### config.mk
export PLATFORM = sky130hd
export DESIGN_NAME = tbim_ram
export DESIGN_NICKNAME = d
export VERILOG_FILES = /design/src/rtl/tbim_ram.sv
export SDC_FILE = /design/constraint.sdc
export NUM_CORES = 2
export LEC_CHECK = 0
export ABC_AREA = 1
export BUFFER_PORTS_ARGS = -buffer_cell sky130_fd_sc_hd__buf_2
export CAP_MARGIN = 20
export CORE_AREA = 2 2 380 533
export CTS_BUF_LIST = sky130_fd_sc_hd__clkbuf_8
export DETAILED_ROUTE_END_ITERATION = 8
export DIE_AREA = 0 0 382 535
export PLACE_DENSITY = 0.93
export SYNTH_ARGS = -nofsm -noshare
export SYNTH_HDL_FRONTEND = slang
export SYNTH_SLANG_ARGS = --single-unit
### constraint.sdc
create_clock -name clk -period 7.1 [get_ports clk]
set_input_delay 1.42 -clock clk [delete_from_list [all_inputs] [get_ports clk]]
set_output_delay 1.42 -clock clk [all_outputs]
set_load 0.01 [all_outputs]
### src/rtl/tbim_ram.sv
`timescale 1ns / 1ps

module tbim_ram #(
	parameter int WIDTH = 32,
	parameter int DEPTH = 100,
	localparam int AW = $clog2(DEPTH)
) (
	input  logic             clk,
	input  logic             we,
	input  logic [AW-1:0]    waddr,
	input  logic [WIDTH-1:0] wdata,
	input  logic [AW-1:0]    raddr,
	output logic [WIDTH-1:0] rdata
);

	logic [WIDTH-1:0] mem [DEPTH];
	logic [WIDTH-1:0] rdata_q;

	// One write port, one registered read port
	always_ff @(posedge clk) begin
		if (we) begin
			mem[waddr] <= wdata;
		end
		rdata_q <= mem[raddr];
	end

	assign rdata = rdata_q;

endmodule

==> results of run 1 <==
[stage by stage]
step	hold WS, ps	instances	utilization [%]
floorplan	640	10700	-
global placement	746	12900	66.4
detailed placement	802	12900	66.4
CTS	694	13700	70.3
[synth_stat cells, drive strengths merged]
library cell / count
edfxtp: 3200
o22ai: 13
o211ai: 16
clkinv: 2
nor2: 234
o21ai: 103
nor4: 2
o221ai: 1
nand2: 3572
dfxtp: 32
a221o: 18
nand3: 2684
nand4: 2
inv: 46
nor3: 8
clkbuf: 140
a21oi: 43
buf: 564
[cell families after synthesis]
kind of cell           count (synthesis)
buffers and inverters                752
flip-flops                          3232
AO/OA/AOI/OAI                        194
AND/OR/NAND/NOR                     6502
==> results.cfg, run 1 <==
[yosys]
synth_top_family_by_area = simple AND/OR/NAND/NOR gates
synth_nets = 10700
synth_top_area_cell = edfxtp_1
synth_fa_ha_area_share_pct = 0
synth_area_per_cell_sq_um = 12.1
seq_area_frac_synth_pct = 74.8
yosys_warnings = 0
netlist_instances = 10700
yosysTopAreaCellShare_pct = 74.3
synth.distinct_cells = 23
synth-compound-area-share_pct = 0.867
netlist_area_sq_um = 129000
synth_xor_area_share_pct = 0
synth-simple-area-share_pct = 21.5
yosys-top-cells-area = edfxtp_1, nand3_1, nand2_1
synthMuxAreaShare_pct = 0
ys_ff_latch = 3232

[global_routing]
antenna_found_initial = 57
grt_max_degree = 189

[placement]
gp_congestion = 0.903
dpl-instance-area_sq_um = 132000
numPortBuffers = 79
dpl.hpwl_um = 208000
dp_slack_ps = 2230

[die]
rows = 194
die_h_um = 535
start_util_pct = 64.9
boundaryPins = 80
die_w_um = 382

[outcome]
outcome = stopped before the end
failed_stage = 5_1_grt
error_message = [ERROR GRT-0228] Horizontal edge usage exceeds the maximum allowed. (41, 64) usage=65535 limit=3200

[clocking]
cts_post_setup_buffers_inserted = 0
holdBufCountCts = 0
clock_sinks = 3232
root_buffer = clkbuf_8
cts_buffers = 426
htree_levels = 5
ctsResizeCount = 0
clock_path_buffers = 4
==> run 2: changes to the inputs <==
--- a/config.mk
+++ b/config.mk
@@ -8,11 +8,10 @@
 export ABC_AREA = 1
 export BUFFER_PORTS_ARGS = -buffer_cell sky130_fd_sc_hd__buf_2
 export CAP_MARGIN = 20
-export CORE_AREA = 2 2 380 533
-export CTS_BUF_LIST = sky130_fd_sc_hd__clkbuf_8
+export CORE_AREA = 2 2 572 574
 export DETAILED_ROUTE_END_ITERATION = 8
-export DIE_AREA = 0 0 382 535
-export PLACE_DENSITY = 0.93
+export DIE_AREA = 0 0 574 576
+export PLACE_DENSITY_LB_ADDON = 0.15
 export SYNTH_ARGS = -nofsm -noshare
 export SYNTH_HDL_FRONTEND = slang
 export SYNTH_SLANG_ARGS = --single-unit
==> run 2 against run 1 <==
Against the previous run: the flow now finishes without violations; synthesized cell count unchanged; synthesized area unchanged.
==> results.cfg, run 2 <==
[outcome]
outcome = finished, final reports clean

[global_routing]
globalRouteOverflowTotal = 0
grt_pass1_vias = 81400
grt_max_degree = 181
grt_pass1_wl_um = 612000
antenna_found_initial = 37
track_usage_pct = 25.6

[timing]
whs_ps = 746
fin_worst_skew_ps = 92.6
slew_violations = 0
min_period_ps = 4160
clock.fmax_mhz = 240
rsz0062_at_grt = false
slew_headroom_pct = 19.0
worstMarginPinSlew_ps = 1210
period_share_pct = 58.6
final-hold-violation-count = 0
setup_viol_count_final = 0
fin_setup_tns_ps = 0

[yosys]
synth_flop_cell = edfxtp_1
yosys-top-cells-area = edfxtp_1, nand3_1, nand2_1
synth.most_common_cell = nand2_1
synth_nets = 10700
synth.distinct_cells = 23
synth_top_area_cell = edfxtp_1
ys_ff_latch = 3232
synth_area_per_cell_sq_um = 12.1
netlist_area_sq_um = 129000
synthTopCellsByCount = nand2_1, edfxtp_1, nand3_1
seq_area_frac_synth_pct = 74.8
netlist_instances = 10700
yosysTopAreaCellShare_pct = 74.3
yosys_warnings = 0
synthArstFlopShare_pct = 0
synth-edff-count = 3200

[die]
die_w_um = 574
coreArea_sq_um = 325000
start_util_pct = 39.8
rows = 210
boundaryPins = 80
die_area_sq_um = 331000
die_h_um = 576

[power_and_ir_drop]
p_leak_nw = 51.0
ir_worst_vdd_mv = 0.174
finalPower_mw = 41.4
p_per_area_nw_per_um2 = 283

[clocking]
clock_path_buffers = 4
cts_post_setup_buffers_inserted = 0
clkLatencyLatePin_ps = 950
path_clk_slew_ps = 60
cts_buffers = 351
ctsResizeCount = 0
cts_tree = done
root_buffer = clkbuf_16
clock_sinks = 3232
holdBufCountCts = 0
htree_levels = 5

[cells_and_area]
mostFrequentLayoutCell = nand2_1
top_register = mem
layout.nets = 10700
mostFrequentLayoutCells = nand2_1, edfxtp_1, nand3_1
synthToLayoutAreaGrowth_pct = 13.0
ff_latch_area_sq_um = 96700
fin_area_sq_um = 146000
final_util_pct = 44.9
largest_reg_flops = 3200
drive_gt1_share_pct = 8.41
multiInputGateArea_sq_um = 29700
nFillCells = 29700

[critical_path]
cp_cell_sequence = buf_8, inv_8, buf_12, buf_4, nand2_1, nand3_1, nand3_1, nand2_1, nand2_1, nand2_1, nand2_1, nand3_1, nand3_1, nand2_1
endpoint_kind = register
worstPathMaxFanout = 89
crit_slowest_cell = inv_8
cp_common_cell = nand2_1
crit_family = buffers and inverters
cp_num_buf_inv = 4
path_class = in -> reg
max_stage_delay_ps = 770
critPathArrivalTime_ps = 4990
crit_required_ps = 7930
startpoint_type = primary input

[run]
cap_violations = 0

[detailed_routing]
drt_wl_total_um = 433000
ant_nets = 0
avgViaCountPerCell = 5.56
drc = 0
wl_per_cell_um = 28.2
drt_iter0_markers = 10500
num_vias = 85200
drt_first_pass_iters = 6

[placement]
dpl-instance-area_sq_um = 135000
gp_congestion = 0.812
numPortBuffers = 79
dpl.hpwl_um = 232000

[min_path]
hold_path.class = reg -> reg
[run 2: logic make-up (layout without fill, tap and decap cells)]
group                  Yosys count  after routing  share of synthesized area, %
AO/OA/AOI/OAI                  194            194                         0.867
AND/OR/NAND/NOR               6502           6502                          21.5
buffers and inverters          752           1024                          2.85
other                            0             20                             0
flip-flops                    3232           3232                          74.8
[run 2: final cells by class]
class	instances	share of cell area (%)
Multi-Input combinational cell	6696	20.3
Antenna cell	20	0.0343
Clock buffer	450	6.40
Timing Repair Buffer	345	2.11
Inverter	48	0.153
Tap cell	4346	3.72
Sequential cell	3232	66.2
Clock inverter	181	1.06
[run 2: final timing paths]
| path | start | end | slack [ps] | cells past startpoint |
|---|---|---|---|---|
| min reg2reg | mem[98][21] | rdata[21] | 750 | 5 |
| min | mem[98][21] | rdata[21] | 750 | 5 |
| max | raddr[0] | rdata[16] | 2940 | 14 |
| max reg2reg | mem[57][29] | rdata[29] | 4830 | 8 |
[run 2: worst register-to-register path, delay by kind of cell, from the launching register on]
kind / cells / cell delay, ps
flip-flops: 1 / 360
AND/OR/NAND/NOR: 8 / 1820
[run 2: routing by layer]
layer  track usage [%]  wire length [um]
met4              9.30             16600
met5                 0                12
met3              3.02             29000
met1              34.7            178000
met2              42.6            209000
[run 2: through the flow]
stage	setup slack, ps	instances
2_1_floorplan	1560	10700
3_3_place_gp	2190	14700
3_5_place_dp	2180	14700
4_1_cts	3170	15300
5_1_grt	2940	15300
6_report	2940	15300
[run 2: where the power goes]
| group | switching (mW) | total, mW | leakage [nW] | internal (mW) |
|---|---|---|---|---|
| clock network | 7.57 | 17.6 | 5.34 | 10.1 |
| logic | 2.08 | 2.65 | 16.6 | 0.569 |
| registers | 0.0614 | 21.1 | 29.0 | 21.1 |
(Power assumes the default switching activity.)
