### config.mk
export PLATFORM = sky130hd
export DESIGN_NAME = tbim_mac
export DESIGN_NICKNAME = d
export VERILOG_FILES = /design/src/rtl/tbim_pkg.sv /design/src/rtl/tbim_mac.sv
export SDC_FILE = /design/constraint.sdc
export NUM_CORES = 2
export LEC_CHECK = 0
export BUFFER_PORTS_ARGS = -buffer_cell sky130_fd_sc_hd__buf_2
export CAP_MARGIN = 30
export CORE_MARGIN = 5
export CORE_UTILIZATION = 55
export DETAILED_ROUTE_END_ITERATION = 8
export GPL_TIMING_DRIVEN = 0
export MAX_ROUTING_LAYER = met4
export PLACE_DENSITY = 0.72
export SYNTH_ARGS = -nofsm -noshare
export SYNTH_HDL_FRONTEND = slang
export SYNTH_SLANG_ARGS = --single-unit
### constraint.sdc
create_clock -name clk -period 10.3 [get_ports clk]
set_input_delay 0.515 -clock clk [delete_from_list [all_inputs] [get_ports clk]]
set_output_delay 0.515 -clock clk [all_outputs]
set_load 0.005 [all_outputs]
### src/rtl/tbim_pkg.sv
`timescale 1ns / 1ps

package tbim_pkg;

	// Number formats
	localparam int FRAC_BITS    = 16;
	localparam int FLD_W        = 24;                 // Q8.FRAC_BITS momentum component
	localparam int CFG_W        = 24;
	localparam int CNT_W        = 32;                 // histogram counter
	localparam int NUM_BINS_DEF = 100;

	// Shared multiplier and accumulator
	localparam int MUL_W  = FLD_W + 1;                // one spare bit for the pair sums
	localparam int PROD_W = 2 * MUL_W;
	localparam int ACC_W  = PROD_W + 2;

	// Square root: radicand and root widths
	localparam int RAD_W  = PROD_W;
	localparam int ROOT_W = RAD_W / 2;

	// Product schedule: four squares per particle, then four squares of pair sums
	localparam int N_FLD     = 8;
	localparam int N_AXES    = 4;
	localparam int MUL_STEPS = N_FLD + N_AXES;

	// Binning: bin = ((m - low) * scale) >> (FRAC_BITS + 8)
	localparam int BIN_SHIFT = FRAC_BITS + 8;

	// Register reset values: low edge 1.1 GeV, 100 bins over 30 MeV
	localparam logic [CFG_W-1:0] HIST_LOW_RST  = CFG_W'(((11 << FRAC_BITS) + 5) / 10);
	localparam logic [CFG_W-1:0] BIN_SCALE_RST = CFG_W'(853333);
	localparam logic [FLD_W-1:0] MASS_MAX      = '1;

	typedef enum logic {
		FUNC_EVENT = 1'b0,
		FUNC_READ  = 1'b1
	} func_t;

	typedef enum logic [1:0] {
		REG_HIST_LOW  = 2'd0,
		REG_BIN_SCALE = 2'd1
	} reg_idx_t;

	typedef enum logic [2:0] {
		FS_IN_RANGE = 3'd0,
		FS_UNDER    = 3'd1,
		FS_OVER     = 3'd2,
		FS_NONPHYS  = 3'd3,
		FS_READ     = 3'd4
	} fill_status_t;

	typedef struct packed {
		logic mul_en;     // register a new product
		logic acc_en;     // fold the previous product into the accumulator
		logic acc_load;   // start a new sum with this product
		logic acc_sub;    // subtract rather than add
	} mac_ctrl_t;

	typedef struct packed {
		logic busy;
		logic done;       // one cycle pulse, root valid
	} sq_stat_t;

endpackage

### src/rtl/tbim_mac.sv
`timescale 1ns / 1ps

module tbim_mac (
	input  logic                                clk,
	input  tbim_pkg::mac_ctrl_t                 ctrl,
	input  logic signed [tbim_pkg::MUL_W-1:0]   op_a,
	input  logic signed [tbim_pkg::MUL_W-1:0]   op_b,
	output logic signed [tbim_pkg::PROD_W-1:0]  prod,
	output logic signed [tbim_pkg::ACC_W-1:0]   acc
);

	import tbim_pkg::*;

	logic signed [PROD_W-1:0] mul_c;
	logic signed [PROD_W-1:0] prod_q;
	logic signed [ACC_W-1:0]  prod_x;
	logic signed [ACC_W-1:0]  term;
	logic signed [ACC_W-1:0]  base;
	logic signed [ACC_W-1:0]  acc_q;

	// Multiply, registered; the add works on the stored product
	assign mul_c  = op_a * op_b;
	assign prod_x = ACC_W'(prod_q);
	assign term   = ctrl.acc_sub ? -prod_x : prod_x;
	assign base   = ctrl.acc_load ? '0 : acc_q;

	always_ff @(posedge clk) begin
		if (ctrl.mul_en) begin
			prod_q <= mul_c;
		end
		if (ctrl.acc_en) begin
			acc_q <= base + term;
		end
	end

	assign prod = prod_q;
	assign acc  = acc_q;

endmodule

# Word-level counts from Yosys, hierarchy flattened
# Cells that the tools add are included.
# Widths: inputs -> output; s select.
dict set report totals {
  reg_bits 102
  out_inout_bits 102
  wordCells 7
}
dict set report op_classes {
  addsub 2
  mul 1
  mux 2
}
# operator n
set ops {}
lappend ops {{$mux 52} 2}
lappend ops {{$add 52x52->52} 1}
lappend ops {{$neg 50->52} 1}
lappend ops {{$mul 25x25->50} 1}

# Depth between registers and ports, before layout
dict set report depth {
  depth_word 3
  depth_mapped 30
}

# Least setup slack after synthesis
# No wires, ideal clock.
dict set report synth_timing {
  kind {input port to flip-flop}
  from {input port op_b[4] in the netlist's numbering}
  to {register prod_q[47], in the netlist prod[47], data pin}
  arrival_time_ps 7133
  slack_ps 2909
  path_stages 27
  path_buffers 3
  path_cell_list {clkbuf_1 clkbuf_1 nand2_1 fa_1 inv_1 fa_1 inv_1 fa_1 fa_1 inv_1 fa_1 fa_1 inv_1 fa_1 inv_1 ha_1 clkbuf_1 and4_1 a221o_1 nand4_1 o21ai_0 o41ai_1 a21oi_1 nor2_1 o31ai_1 a21oi_1 xnor2_1}
}
dict set report synth_via {
  elab_chain_cells 1
}
# element line_no
set synth_lines {}
lappend synth_lines {{start, declared} tbim_mac.sv:7} ;# input logic signed [tbim_pkg::MUL_W-1:0] op_b,
lappend synth_lines {{$mul 25x25->50} tbim_mac.sv:22} ;# assign mul_c = op_a * op_b;
lappend synth_lines {{net mul_c[47]} tbim_mac.sv:14} ;# logic signed [PROD_W-1:0] mul_c;
lappend synth_lines {{end signal, assigned} tbim_mac.sv:29} ;# prod_q <= mul_c;
lappend synth_lines {{end, declared} tbim_mac.sv:15} ;# logic signed [PROD_W-1:0] prod_q;
# The timed path passes the listed nets, and every way through them passes these cells.
# A chain may end at the register's enable or synchronous reset.

# Final worst setup path
dict set report layout_timing {
  from {input port op_b[4] in the netlist's numbering}
  to {register prod_q[48], in the netlist prod[48], data pin}
}
# The elaborated chain is that of the path after synthesis.

==> flow_summary.toml <==
[outcome]
status = "completed"

[yosys]
synth_edf_count = 102
synth_nets = 4077
yosys_most_used_dff = "edfxtp_1"
syn_area_mm2 = 0.0299
ys_seq_area_frac = 0.102
synth.area.top_cells = "fa_1, edfxtp_1, inv_1, ha_1, and2_1"
yosys_warnings = 0
yosysTopAreaCellShare = 0.441
yosysUniqueCellTypes = 60
postSynth.asyncResetShare = 0
syn-mean-instance-area_um2 = 9.43
netlist_instances = 3170
ys_ff_latch = 102
synth_top_cell_by_area = "fa_1"

[critical_path]
cp.required_ps = 10390
critPathSlowestCell = "nor4b_1"
start_kind = "input port"
r2r_setup_slack_ps = 3960
crit_type = "input port to flop"
path_common_cell = "fa_1"
cp_max_fo = 10
slowest_delay_ps = 710
path_delay_family = "adder cells"
worst-path-buf-inv = 7
critPathArrivalTime_ps = 9230
cp-end-kind = "flop"

[die]
die_area_mm2 = 0.0591
core_mm2 = 0.0538
start_util = 0.555
die_h_um = 243
fp.dieW_um = 243
num_rows = 85
io_pins = 157

[cells_and_area]
drive_gt1_frac = 0.0569
final_nets = 4244
area_growth_pct = 6.69
n_fill_cell = 4795
finish.utilization = 0.593

[clock_tree]
ctsHoldBuffers = 0
htreeDepth = 3
cts_sinks = 102
cts_tree = "yes"
cts_buffers = 9
cts-root-buf = "clkbuf_16"
clock_latency_ps = 360
ctsResizeCount = 0
cts.path.max_buffers = 2
postCtsSetupBuffers = 0
path_clk_slew_ps = 80

[route]
routedWlPerCell_um = 22.4
ant_nets = 0
drc = 0
routed_wl_um = 90500
drtPass1Iterations = 6
drt_iter0_drc = 1819
routed_via_density = 5.67
route.vias.total = 22900

[place]
gp_congestion = 1.04
portBuffers = 152
dp_hpwl_um = 76600

[global_route]
antenna_found_initial = 3
grt_pass1_wl_um = 140000
grt_max_degree = 41
first_global_vias = 23800
grt-ovfl-total = 0
grtUsageTotal = 0.317

[timing]
fin_skew_ps = 16.7
fin_crit_sh = 0.887
fin_tns_setup_ps = 0
period_needed_ps = 9140
worst_pin_slew_ps = 978
finalSetupViolations = 0
slew_violations = 0
fmax_mhz = 109
relSlewSlack = 0.348
hold_viol = 0
rsz0062_at_grt = "no"

[run]
max_cap_viol_count = 0

[min_path]
hold_path_class = "input port to flop"
-- worst reg2reg max path: stages (launching register included) --
cell       delay (ps)
edfxtp_1          510
or4_4             540
or3_4             380
or3_4             420
or4_4             470
o41ai_1           330
xnor2_1           200
ha_1              350
a21o_1            190
a21oi_1           120
o21ai_0           130
a221oi_1          350
inv_1              70
a41oi_1           490
o21ai_0           340
a2111oi_0         760
o21ai_0           250
xor2_1            190
-- per-layer routing --
| metal | GRT usage | wire length (um) | vias up |
|---|---|---|---|
| li1 | - | - | 9967 |
| met1 | 0.428 | 36000 | 11500 |
| met4 | 0.101 | 3560 | 0 |
| met5 | - | 0 | - |
| met3 | 0.0806 | 10400 | 240 |
| met2 | 0.476 | 40600 | 1197 |
-- path summary, 6_finish.rpt --
| path | start | endpoint | cells after the start |
|---|---|---|---|
| hold / removal | ctrl[2] | acc[40] | 1 |
| setup / recovery | op_b[4] | prod[48] | 27 |
| setup reg to reg | prod[7] | acc[49] | 17 |
| hold reg to reg | acc[0] | acc[0] | 2 |
-- synthesized netlist by cell type, types with 3 or more instances --
cell type and instances:
a211o_1 3, a211oi_1 9, a21o_1 69, a21oi_1 89
a31oi_1 10, and2_1 303, and3_1 9, and4_1 5
clkbuf_1 131, edfxtp_1 102, fa_1 659, ha_1 193
inv_1 682, nand2_1 361, nand2b_1 18, nand3_1 28
nand4_1 16, nor2_1 68, nor2b_1 63, nor3_1 14
o211ai_1 4, o21a_1 13, o21ai_0 69, o21bai_1 14
o31ai_1 21, o41ai_1 5, or2_2 4, or3_1 13
or3_4 4, or4_4 3, xnor2_1 114, xor2_1 38
-- kinds of logic after synthesis --
logic type,count (synthesis),synth area share
compound gates,330,0.0710
fa+ha+maj,852,0.522
flops,102,0.102
simple gates,919,0.157
buf+inv,814,0.102
xor+xnor,153,0.0451
-- registers in the layout, indices dropped and copies added (netlist names) --
name / flops
acc: 52
prod: 50
-- area by class of cell --
cell class              count  area, um^2  area share
repair buffers            156         833      0.0261
multi-input cells        2254       23800       0.745
diodes                      5        12.5    0.000392
inverters                 683        2560      0.0804
plain buffers             131         492      0.0154
well taps                 696         871      0.0273
flip-flops and latches    102        3060      0.0961
clock inverters             6        52.6     0.00165
clock buffers              10         229     0.00718
-- per-stage QoR --
| stage | cell area, um^2 | setup WS (ps) | hold WS (ps) | cells |
|---|---|---|---|---|
| 2_1_floorplan | 29900 | 2910 | 627 | 3170 |
| 3_3_place_gp | 31500 | 671 | 679 | 4018 |
| 3_5_place_dp | 31600 | 1120 | 698 | 4022 |
| 4_1_cts | 31900 | 1460 | 573 | 4038 |
| 5_1_grt | 31900 | 951 | 590 | 4040 |
| 6_report | 31900 | 1160 | 584 | 4043 |
-- cell usage in the layout (no fill, tap or decap), types with 3 or more instances in the layout --
master,synthesis,layout
a21oi_1,89,89
clkbuf_16,0,9
buf_2,0,153
a211oi_1,9,9
xnor2_1,114,114
nand2b_1,18,18
xor2_1,38,38
or3_1,13,13
or3_4,4,4
inv_1,682,682
and4_1,5,5
or4_4,3,3
a211o_1,3,3
edfxtp_1,102,102
o21a_1,13,13
and2_1,303,303
ha_1,193,193
o31ai_1,21,21
o41ai_1,5,5
nor2_1,68,68
nor3_1,14,14
fa_1,659,659
o21bai_1,14,14
a21o_1,69,69
and3_1,9,9
nand3_1,28,28
o211ai_1,4,4
a31oi_1,10,10
o21ai_0,69,69
clkbuf_1,131,132
nand2_1,361,361
nand4_1,16,16
diode_2,0,5
nor2b_1,63,63
or2_2,4,4
Power is left out: the tool's default activity adds up to more than one toggle a clock period on the data nets, which glitch-free logic cannot reach.
