$ cat src/rtl/tbim_pkg.sv
`timescale 1ns / 1ps

package tbim_pkg;

	// Number formats
	localparam int FRAC_BITS    = 16;
	localparam int FLD_W        = 24;                 // Q8.FRAC_BITS momentum component
	localparam int CFG_W        = 24;
	localparam int CNT_W        = 32;                 // histogram counter
	localparam int NUM_BINS_DEF = 100;

	// Shared multiplier and accumulator
	localparam int MUL_W  = FLD_W + 1;                // one spare bit for the pair sums
	localparam int PROD_W = 2 * MUL_W;
	localparam int ACC_W  = PROD_W + 2;

	// Square root: radicand and root widths
	localparam int RAD_W  = PROD_W;
	localparam int ROOT_W = RAD_W / 2;

	// Product schedule: four squares per particle, then four squares of pair sums
	localparam int N_FLD     = 8;
	localparam int N_AXES    = 4;
	localparam int MUL_STEPS = N_FLD + N_AXES;

	// Binning: bin = ((m - low) * scale) >> (FRAC_BITS + 8)
	localparam int BIN_SHIFT = FRAC_BITS + 8;

	// Register reset values: low edge 1.1 GeV, 100 bins over 30 MeV
	localparam logic [CFG_W-1:0] HIST_LOW_RST  = CFG_W'(((11 << FRAC_BITS) + 5) / 10);
	localparam logic [CFG_W-1:0] BIN_SCALE_RST = CFG_W'(853333);
	localparam logic [FLD_W-1:0] MASS_MAX      = '1;

	typedef enum logic {
		FUNC_EVENT = 1'b0,
		FUNC_READ  = 1'b1
	} func_t;

	typedef enum logic [1:0] {
		REG_HIST_LOW  = 2'd0,
		REG_BIN_SCALE = 2'd1
	} reg_idx_t;

	typedef enum logic [2:0] {
		FS_IN_RANGE = 3'd0,
		FS_UNDER    = 3'd1,
		FS_OVER     = 3'd2,
		FS_NONPHYS  = 3'd3,
		FS_READ     = 3'd4
	} fill_status_t;

	typedef struct packed {
		logic mul_en;     // register a new product
		logic acc_en;     // fold the previous product into the accumulator
		logic acc_load;   // start a new sum with this product
		logic acc_sub;    // subtract rather than add
	} mac_ctrl_t;

	typedef struct packed {
		logic busy;
		logic done;       // one cycle pulse, root valid
	} sq_stat_t;

endpackage

$ cat src/rtl/tbim_sqrt.sv
`timescale 1ns / 1ps

module tbim_sqrt (
	input  logic                              clk,
	input  logic                              arst_n,
	input  logic                              start,
	input  logic [tbim_pkg::RAD_W-1:0]        rad,
	output logic [tbim_pkg::ROOT_W-1:0]       root,
	output tbim_pkg::sq_stat_t                stat
);

	import tbim_pkg::*;

	localparam int REM_W = ROOT_W + 4;
	localparam int IT_W  = $clog2(ROOT_W);

	logic [RAD_W-1:0]  rad_q;
	logic [REM_W-1:0]  rem_q;
	logic [ROOT_W-1:0] root_q;
	logic [IT_W-1:0]   it_q;
	logic              busy_q;
	logic              done_q;
	logic [REM_W-1:0]  rem_n;
	logic [REM_W-1:0]  trial;
	logic              fits;

	// One root bit per cycle, two radicand bits brought down each step
	assign rem_n = {rem_q[REM_W-3:0], rad_q[RAD_W-1 -: 2]};
	assign trial = REM_W'({root_q, 2'b01});
	assign fits  = (rem_n >= trial);

	// Sequencing
	always_ff @(posedge clk or negedge arst_n) begin
		if (!arst_n) begin
			busy_q <= 1'b0;
			done_q <= 1'b0;
			it_q   <= '0;
		end else begin
			done_q <= 1'b0;
			if (start) begin
				busy_q <= 1'b1;
				it_q   <= '0;
			end else if (busy_q) begin
				if (it_q == IT_W'(ROOT_W - 1)) begin
					busy_q <= 1'b0;
					done_q <= 1'b1;
				end
				it_q <= it_q + 1'b1;
			end
		end
	end

	// Remainder and root
	always_ff @(posedge clk) begin
		if (start) begin
			rad_q  <= rad;
			rem_q  <= '0;
			root_q <= '0;
		end else if (busy_q) begin
			rad_q  <= {rad_q[RAD_W-3:0], 2'b00};
			rem_q  <= fits ? (rem_n - trial) : rem_n;
			root_q <= {root_q[ROOT_W-2:0], fits};
		end
	end

	assign root      = root_q;
	assign stat.busy = busy_q;
	assign stat.done = done_q;

endmodule

$ cat config.mk
export PLATFORM = sky130hd
export DESIGN_NAME = tbim_sqrt
export DESIGN_NICKNAME = d
export VERILOG_FILES = /design/src/rtl/tbim_pkg.sv /design/src/rtl/tbim_sqrt.sv
export SDC_FILE = /design/constraint.sdc
export NUM_CORES = 1
export LEC_CHECK = 0
export BUFFER_PORTS_ARGS = -buffer_cell sky130_fd_sc_hd__buf_2
export CAP_MARGIN = 5
export CORE_AREA = 5 5 108 110
export CTS_CLUSTER_DIAMETER = 120
export DETAILED_ROUTE_END_ITERATION = 12
export DIE_AREA = 0 0 113 115
export PLACE_DENSITY = 0.81
export SLEW_MARGIN = 20
export SYNTH_ARGS = -nofsm -noshare
export SYNTH_HDL_FRONTEND = slang
export SYNTH_SLANG_ARGS = --single-unit
$ cat constraint.sdc
create_clock -name clk -period 3.5 [get_ports clk]
set_input_delay 0.7 -clock clk [delete_from_list [all_inputs] [get_ports clk]]
set_output_delay 0.7 -clock clk [all_outputs]
set_load 0.01 [all_outputs]
* Yosys cells after proc, flatten, opt, wreduce, memory -nomap -nowiden
Index checks and enable logic that the tools add are counted.
** Storage, ports and cells
- Latch bits :: 0
- Output and inout port bits :: 27
- Memory bits (read-only) :: 0
- Memories kept :: 0
- Register bits after elaboration :: 109
- Memory bits (writable) :: 0
- Input bits :: 53
- Logic and storage cells :: 22
** Cells by class
- Magnitude comparators :: 1
- Div/mod/pow operators :: 0
- Bitwise operators :: 0
- Shift operators :: 0
- $mul :: 0
- Multiplexer cells :: 11
- Eq/ne operators :: 1
- Add/sub/neg operators :: 2
- Reduce and logical (&&, ||, !) cells :: 1
** Operators by type and width (count)
- $mux 50 :: 2
- $ge 29x27->1 :: 1
- $mux 27 :: 1
- $sub 27x27->27 :: 1
- $mux 5 :: 2
- $mux 1 :: 6
- $add 5x1->5 const B :: 1
- $eq 5x5->1 const B :: 1
- $reduce_bool 2->1 :: 1

* Depth between registers and ports, before layout
- Depth after elaboration :: 4
- Mapped depth :: 14

* Worst setup path before layout
OpenSTA, ideal clock, no wires.
- Path kind :: flip-flop to flip-flop
- Start :: register root_q[1], in the netlist root[1]
- End :: register rem_q[1]
- Setup slack :: 830 ps
- Clock period less this slack :: 2670 ps
- Cell stages (with the launch flop) :: 14
- Library setup time :: 130 ps
- Data arrival time :: 2540 ps
- Cells stage by stage :: dfxtp_1 inv_1 ha_1 a21oi_1 a21oi_1 o22ai_2 nor4_2 or3_4 a41oi_4 buf_6 buf_6 nor2_1 a21oi_1 o22ai_1
** On the way
- Word-level cells in the longest chain between the ends :: 2
** RTL lines
- from (decl) :: line tbim_sqrt.sv:19 : logic [ROOT_W-1:0] root_q;
- from (signal assigned) :: line tbim_sqrt.sv:62 : root_q <= {root_q[ROOT_W-2:0], fits};
- $ge 29x27->1 :: line tbim_sqrt.sv:30 : assign fits = (rem_n >= trial);
- $mux 27 :: line tbim_sqrt.sv:61 : rem_q <= fits ? (rem_n - trial) : rem_n;
- to (signal assigned) :: line tbim_sqrt.sv:61
- to (decl) :: line tbim_sqrt.sv:18 : logic [REM_W-1:0] rem_q;
Every way passes these cells.
A chain may end at the register's enable or synchronous reset.

* Worst setup path in the final report
- Start :: register root_q[4], in the netlist root[4]
- End :: register rem_q[8]
** On the way
- Word-level cells in the longest chain between the ends :: 2
** RTL lines (line)
- $sub 27x27->27 or $ge 29x27->1 (tied branches) :: tbim_sqrt.sv:61, tbim_sqrt.sv:30
- $mux 27 (*) :: tbim_sqrt.sv:61
Mark *: on every way between the ends. The rest lies on a longest branch, timed or not.

==> qor.yml <==
setup_violations: 0
hp-class: "input pin to async pin"
fin_cells: 790
layout-drive-gt1-share: 0.2400
synth_area_um2: 5961
yosys.area.top_type: "edfxtp_1"
fp.dieH_um: 115
power_leakage_nw: 2.919
grt_pass1_vias: 4547
rsz0062_at_grt: "no"
synthDistinctLibCells: 58
ys_top_cells_by_area: "edfxtp_1 25%, dfxtp_1 17%, mux2_2 9.1%"
post_cts_buffers: 0
cts_tree: "done"
place_hpwl_mm: 8.468
grtUsageTotal: 0.1865
cpPeakStageDelay_ns: 0.39
fin_nets: 727
final_critical_path_setup_slack_ns: 0.4958
grt.overflow.total: 0
yosysWarningCount: 0
status: "completed"
finalCritPeriodShare: 0.8583
dieArea_um2: 13000
wl_per_cell_um: 14.84
crit_buf_inv: 2
utilization: 0.6236
dp_cells: 774
clock-sinks: 109
fillers: 872
skew_ns: 0.01493
peakVddDrop_v: 0.0003560
synth_top_area_frac: 0.2519
clock_latency_ns: 0.38
gp_congestion: 0.9212
fmax_ghz: 0.3329
clock_path_buffers: 2
synth.most_common_cell: "nor2_1"
post_cts_resized: 0
synthesis.instances: 582
crit_family: "compound AO/OA/AOI/OAI gates"
synth_ff_type: "dfxtp_1"
multi_input_area_um2: 2940
ys_ff_latch: 109
io_pins: 80
post-route-min-period_ns: 3.004
ctsHoldBuffers: 0
portBuffers: 79
maxSlewViolCount: 0
insertedDiodeCount: 0
drt-pass1-iter-count: 5
crit_slowest_cell: "dfxtp_1"
cp-start-kind: "flop"
cp.arrival_ns: 3.25
crit_required_ns: 3.74
die_width_um: 113
maxCapViolations: 0
synth_common_cells: "74 x nor2_1, 52 x dfxtp_1, 50 x edfxtp_1"
wirelength_mm: 11.73
grt_pass1_wl_mm: 20.27
synth_fp_nets: 664
start_util: 0.5622
crit_path_end_kind: "flop"
worst_slew_pin_slew_ns: 0.6440
crit_path_cell_trace: "inv_1 -> ha_1 -> o21ai_0 -> o21ai_1 -> o22ai_2 -> nor4_2 -> or3_4 -> a41oi_4 -> buf_4 -> nor2_1 -> a21oi_1 -> a211oi_1"
cts-root-buf: "clkbuf_8"
worstSetupPathType: "flop to flop"
p_per_area_nw_per_um2: 754.0
vias_per_cell: 5.715
hold_viol: 0
grt_max_degree: 51
vias: 4515
grt_antenna_before_repair: 0
synth_async_sr_flop_share: 0.06422
slew_headroom: 0.5674
syn_area_per_cell_um2: 10.24
area_growth_syn_to_layout_pct: 10.92
drt_iter0_drc: 317
rows: 38
crit_fanout: 32
pre_cts_ws_ns: 0.5397
route.detailed.drc: 0
ff_latch_area_um2: 2719
timing.setup.tns_ns: 0
h-tree-depth: 3
synth_edf_count: 50
core-area_um2: 10600
clk_pin_slew_worst_paths_ns: 0.11
cts_buffers: 9
final_antenna_net_count: 0
ys_seq_area_frac: 0.4559
through the flow:
step           hold slack, ns  instance area (µm²)  power (mW)
5_1_grt                0.1209                 6611       5.377
3_3_place_gp           0.4706                 6420       4.128
2_1_floorplan          0.4044                 5961       3.791
4_1_cts                0.1197                 6611       4.983
6_report               0.1357                 6611       4.985
3_5_place_dp           0.4732                 6420       4.209
power breakdown:
| part | leakage [nW] | switching (mW) | internal (mW) |
|---|---|---|---|
| Sequential | 1.05 | 0.123 | 1.54 |
| Combinational | 1.77 | 1.43 | 1.15 |
| Clock | 0.0957 | 0.420 | 0.332 |
| Total | 2.92 | 1.97 | 3.02 |
worst paths after layout:
path,cells after the start,to,slack (ns),start
worst max-delay path,12,rem_q[8],0.50,root[4]
worst max register to register,12,rem_q[8],0.50,root[4]
min in group clk,1,rem_q[25],0.50,rem_q[25]
max in group asynchronous,1,busy_q,3.17,arst_n
worst min register to register,1,rem_q[25],0.50,rem_q[25]
worst min-delay path,1,it_q[4],0.14,arst_n
cell type report:
class / count / area share
clock buffers: 10 / 0.01930
clock inverters: 6 / 0.009652
inverters: 36 / 0.02044
multi-input cells: 403 / 0.4447
flip-flops and latches: 109 / 0.4112
well taps: 140 / 0.02650
repair buffers: 86 / 0.06813
state kept, by name (all words and copies together) (netlist names):
name	flops
busy_q	1
done_q	1
it_q	5
rad_q	50
rem_q	27
root	25
metal layers:
layer,GRT usage,vias up,share of wire
met5,0,-,0
met4,0.06490,0,0.016
met3,0.05632,22,0.067
met2,0.3199,126,0.49
met1,0.2240,2148,0.43
li1,-,2219,-
layout by cell type, fill, tap and decap left out, drive strengths merged, types with 2 or more instances in the layout:
master and count:
and2 2, o22ai 3, a211oi 20, a21oi 36
nor2 74, or3 5, nand4 11, nor3b 4
a41oi 3, clkbuf 10, mux2i 28, o211ai 9
nor2b 5, o211a 4, edfxtp 50, ha 29
a311oi 2, nand2b 3, nand3 3, buf 86
nand2 28, o31ai 2, dfxtp 52, clkinv 4
nor4 3, xor2 11, o21a 7, inv 36
dfrtp 7, o31a 2, o21ai 20, and3 2
xnor2 13, o21bai 4, a21o 6, nor3 5
mux2 48
kinds of logic (layout without fill, tap and decap cells):
| logic type | count (synthesis) | count (layout) | synth area share |
|---|---|---|---|
| mux | 76 | 76 | 0.1377 |
| buf+inv | 70 | 138 | 0.05080 |
| flops | 109 | 109 | 0.4559 |
| simple gates | 150 | 150 | 0.1169 |
| fa+ha+maj | 29 | 29 | 0.06087 |
| compound gates | 124 | 124 | 0.1425 |
| xor+xnor | 24 | 24 | 0.03526 |
(Power assumes the default switching activity.)
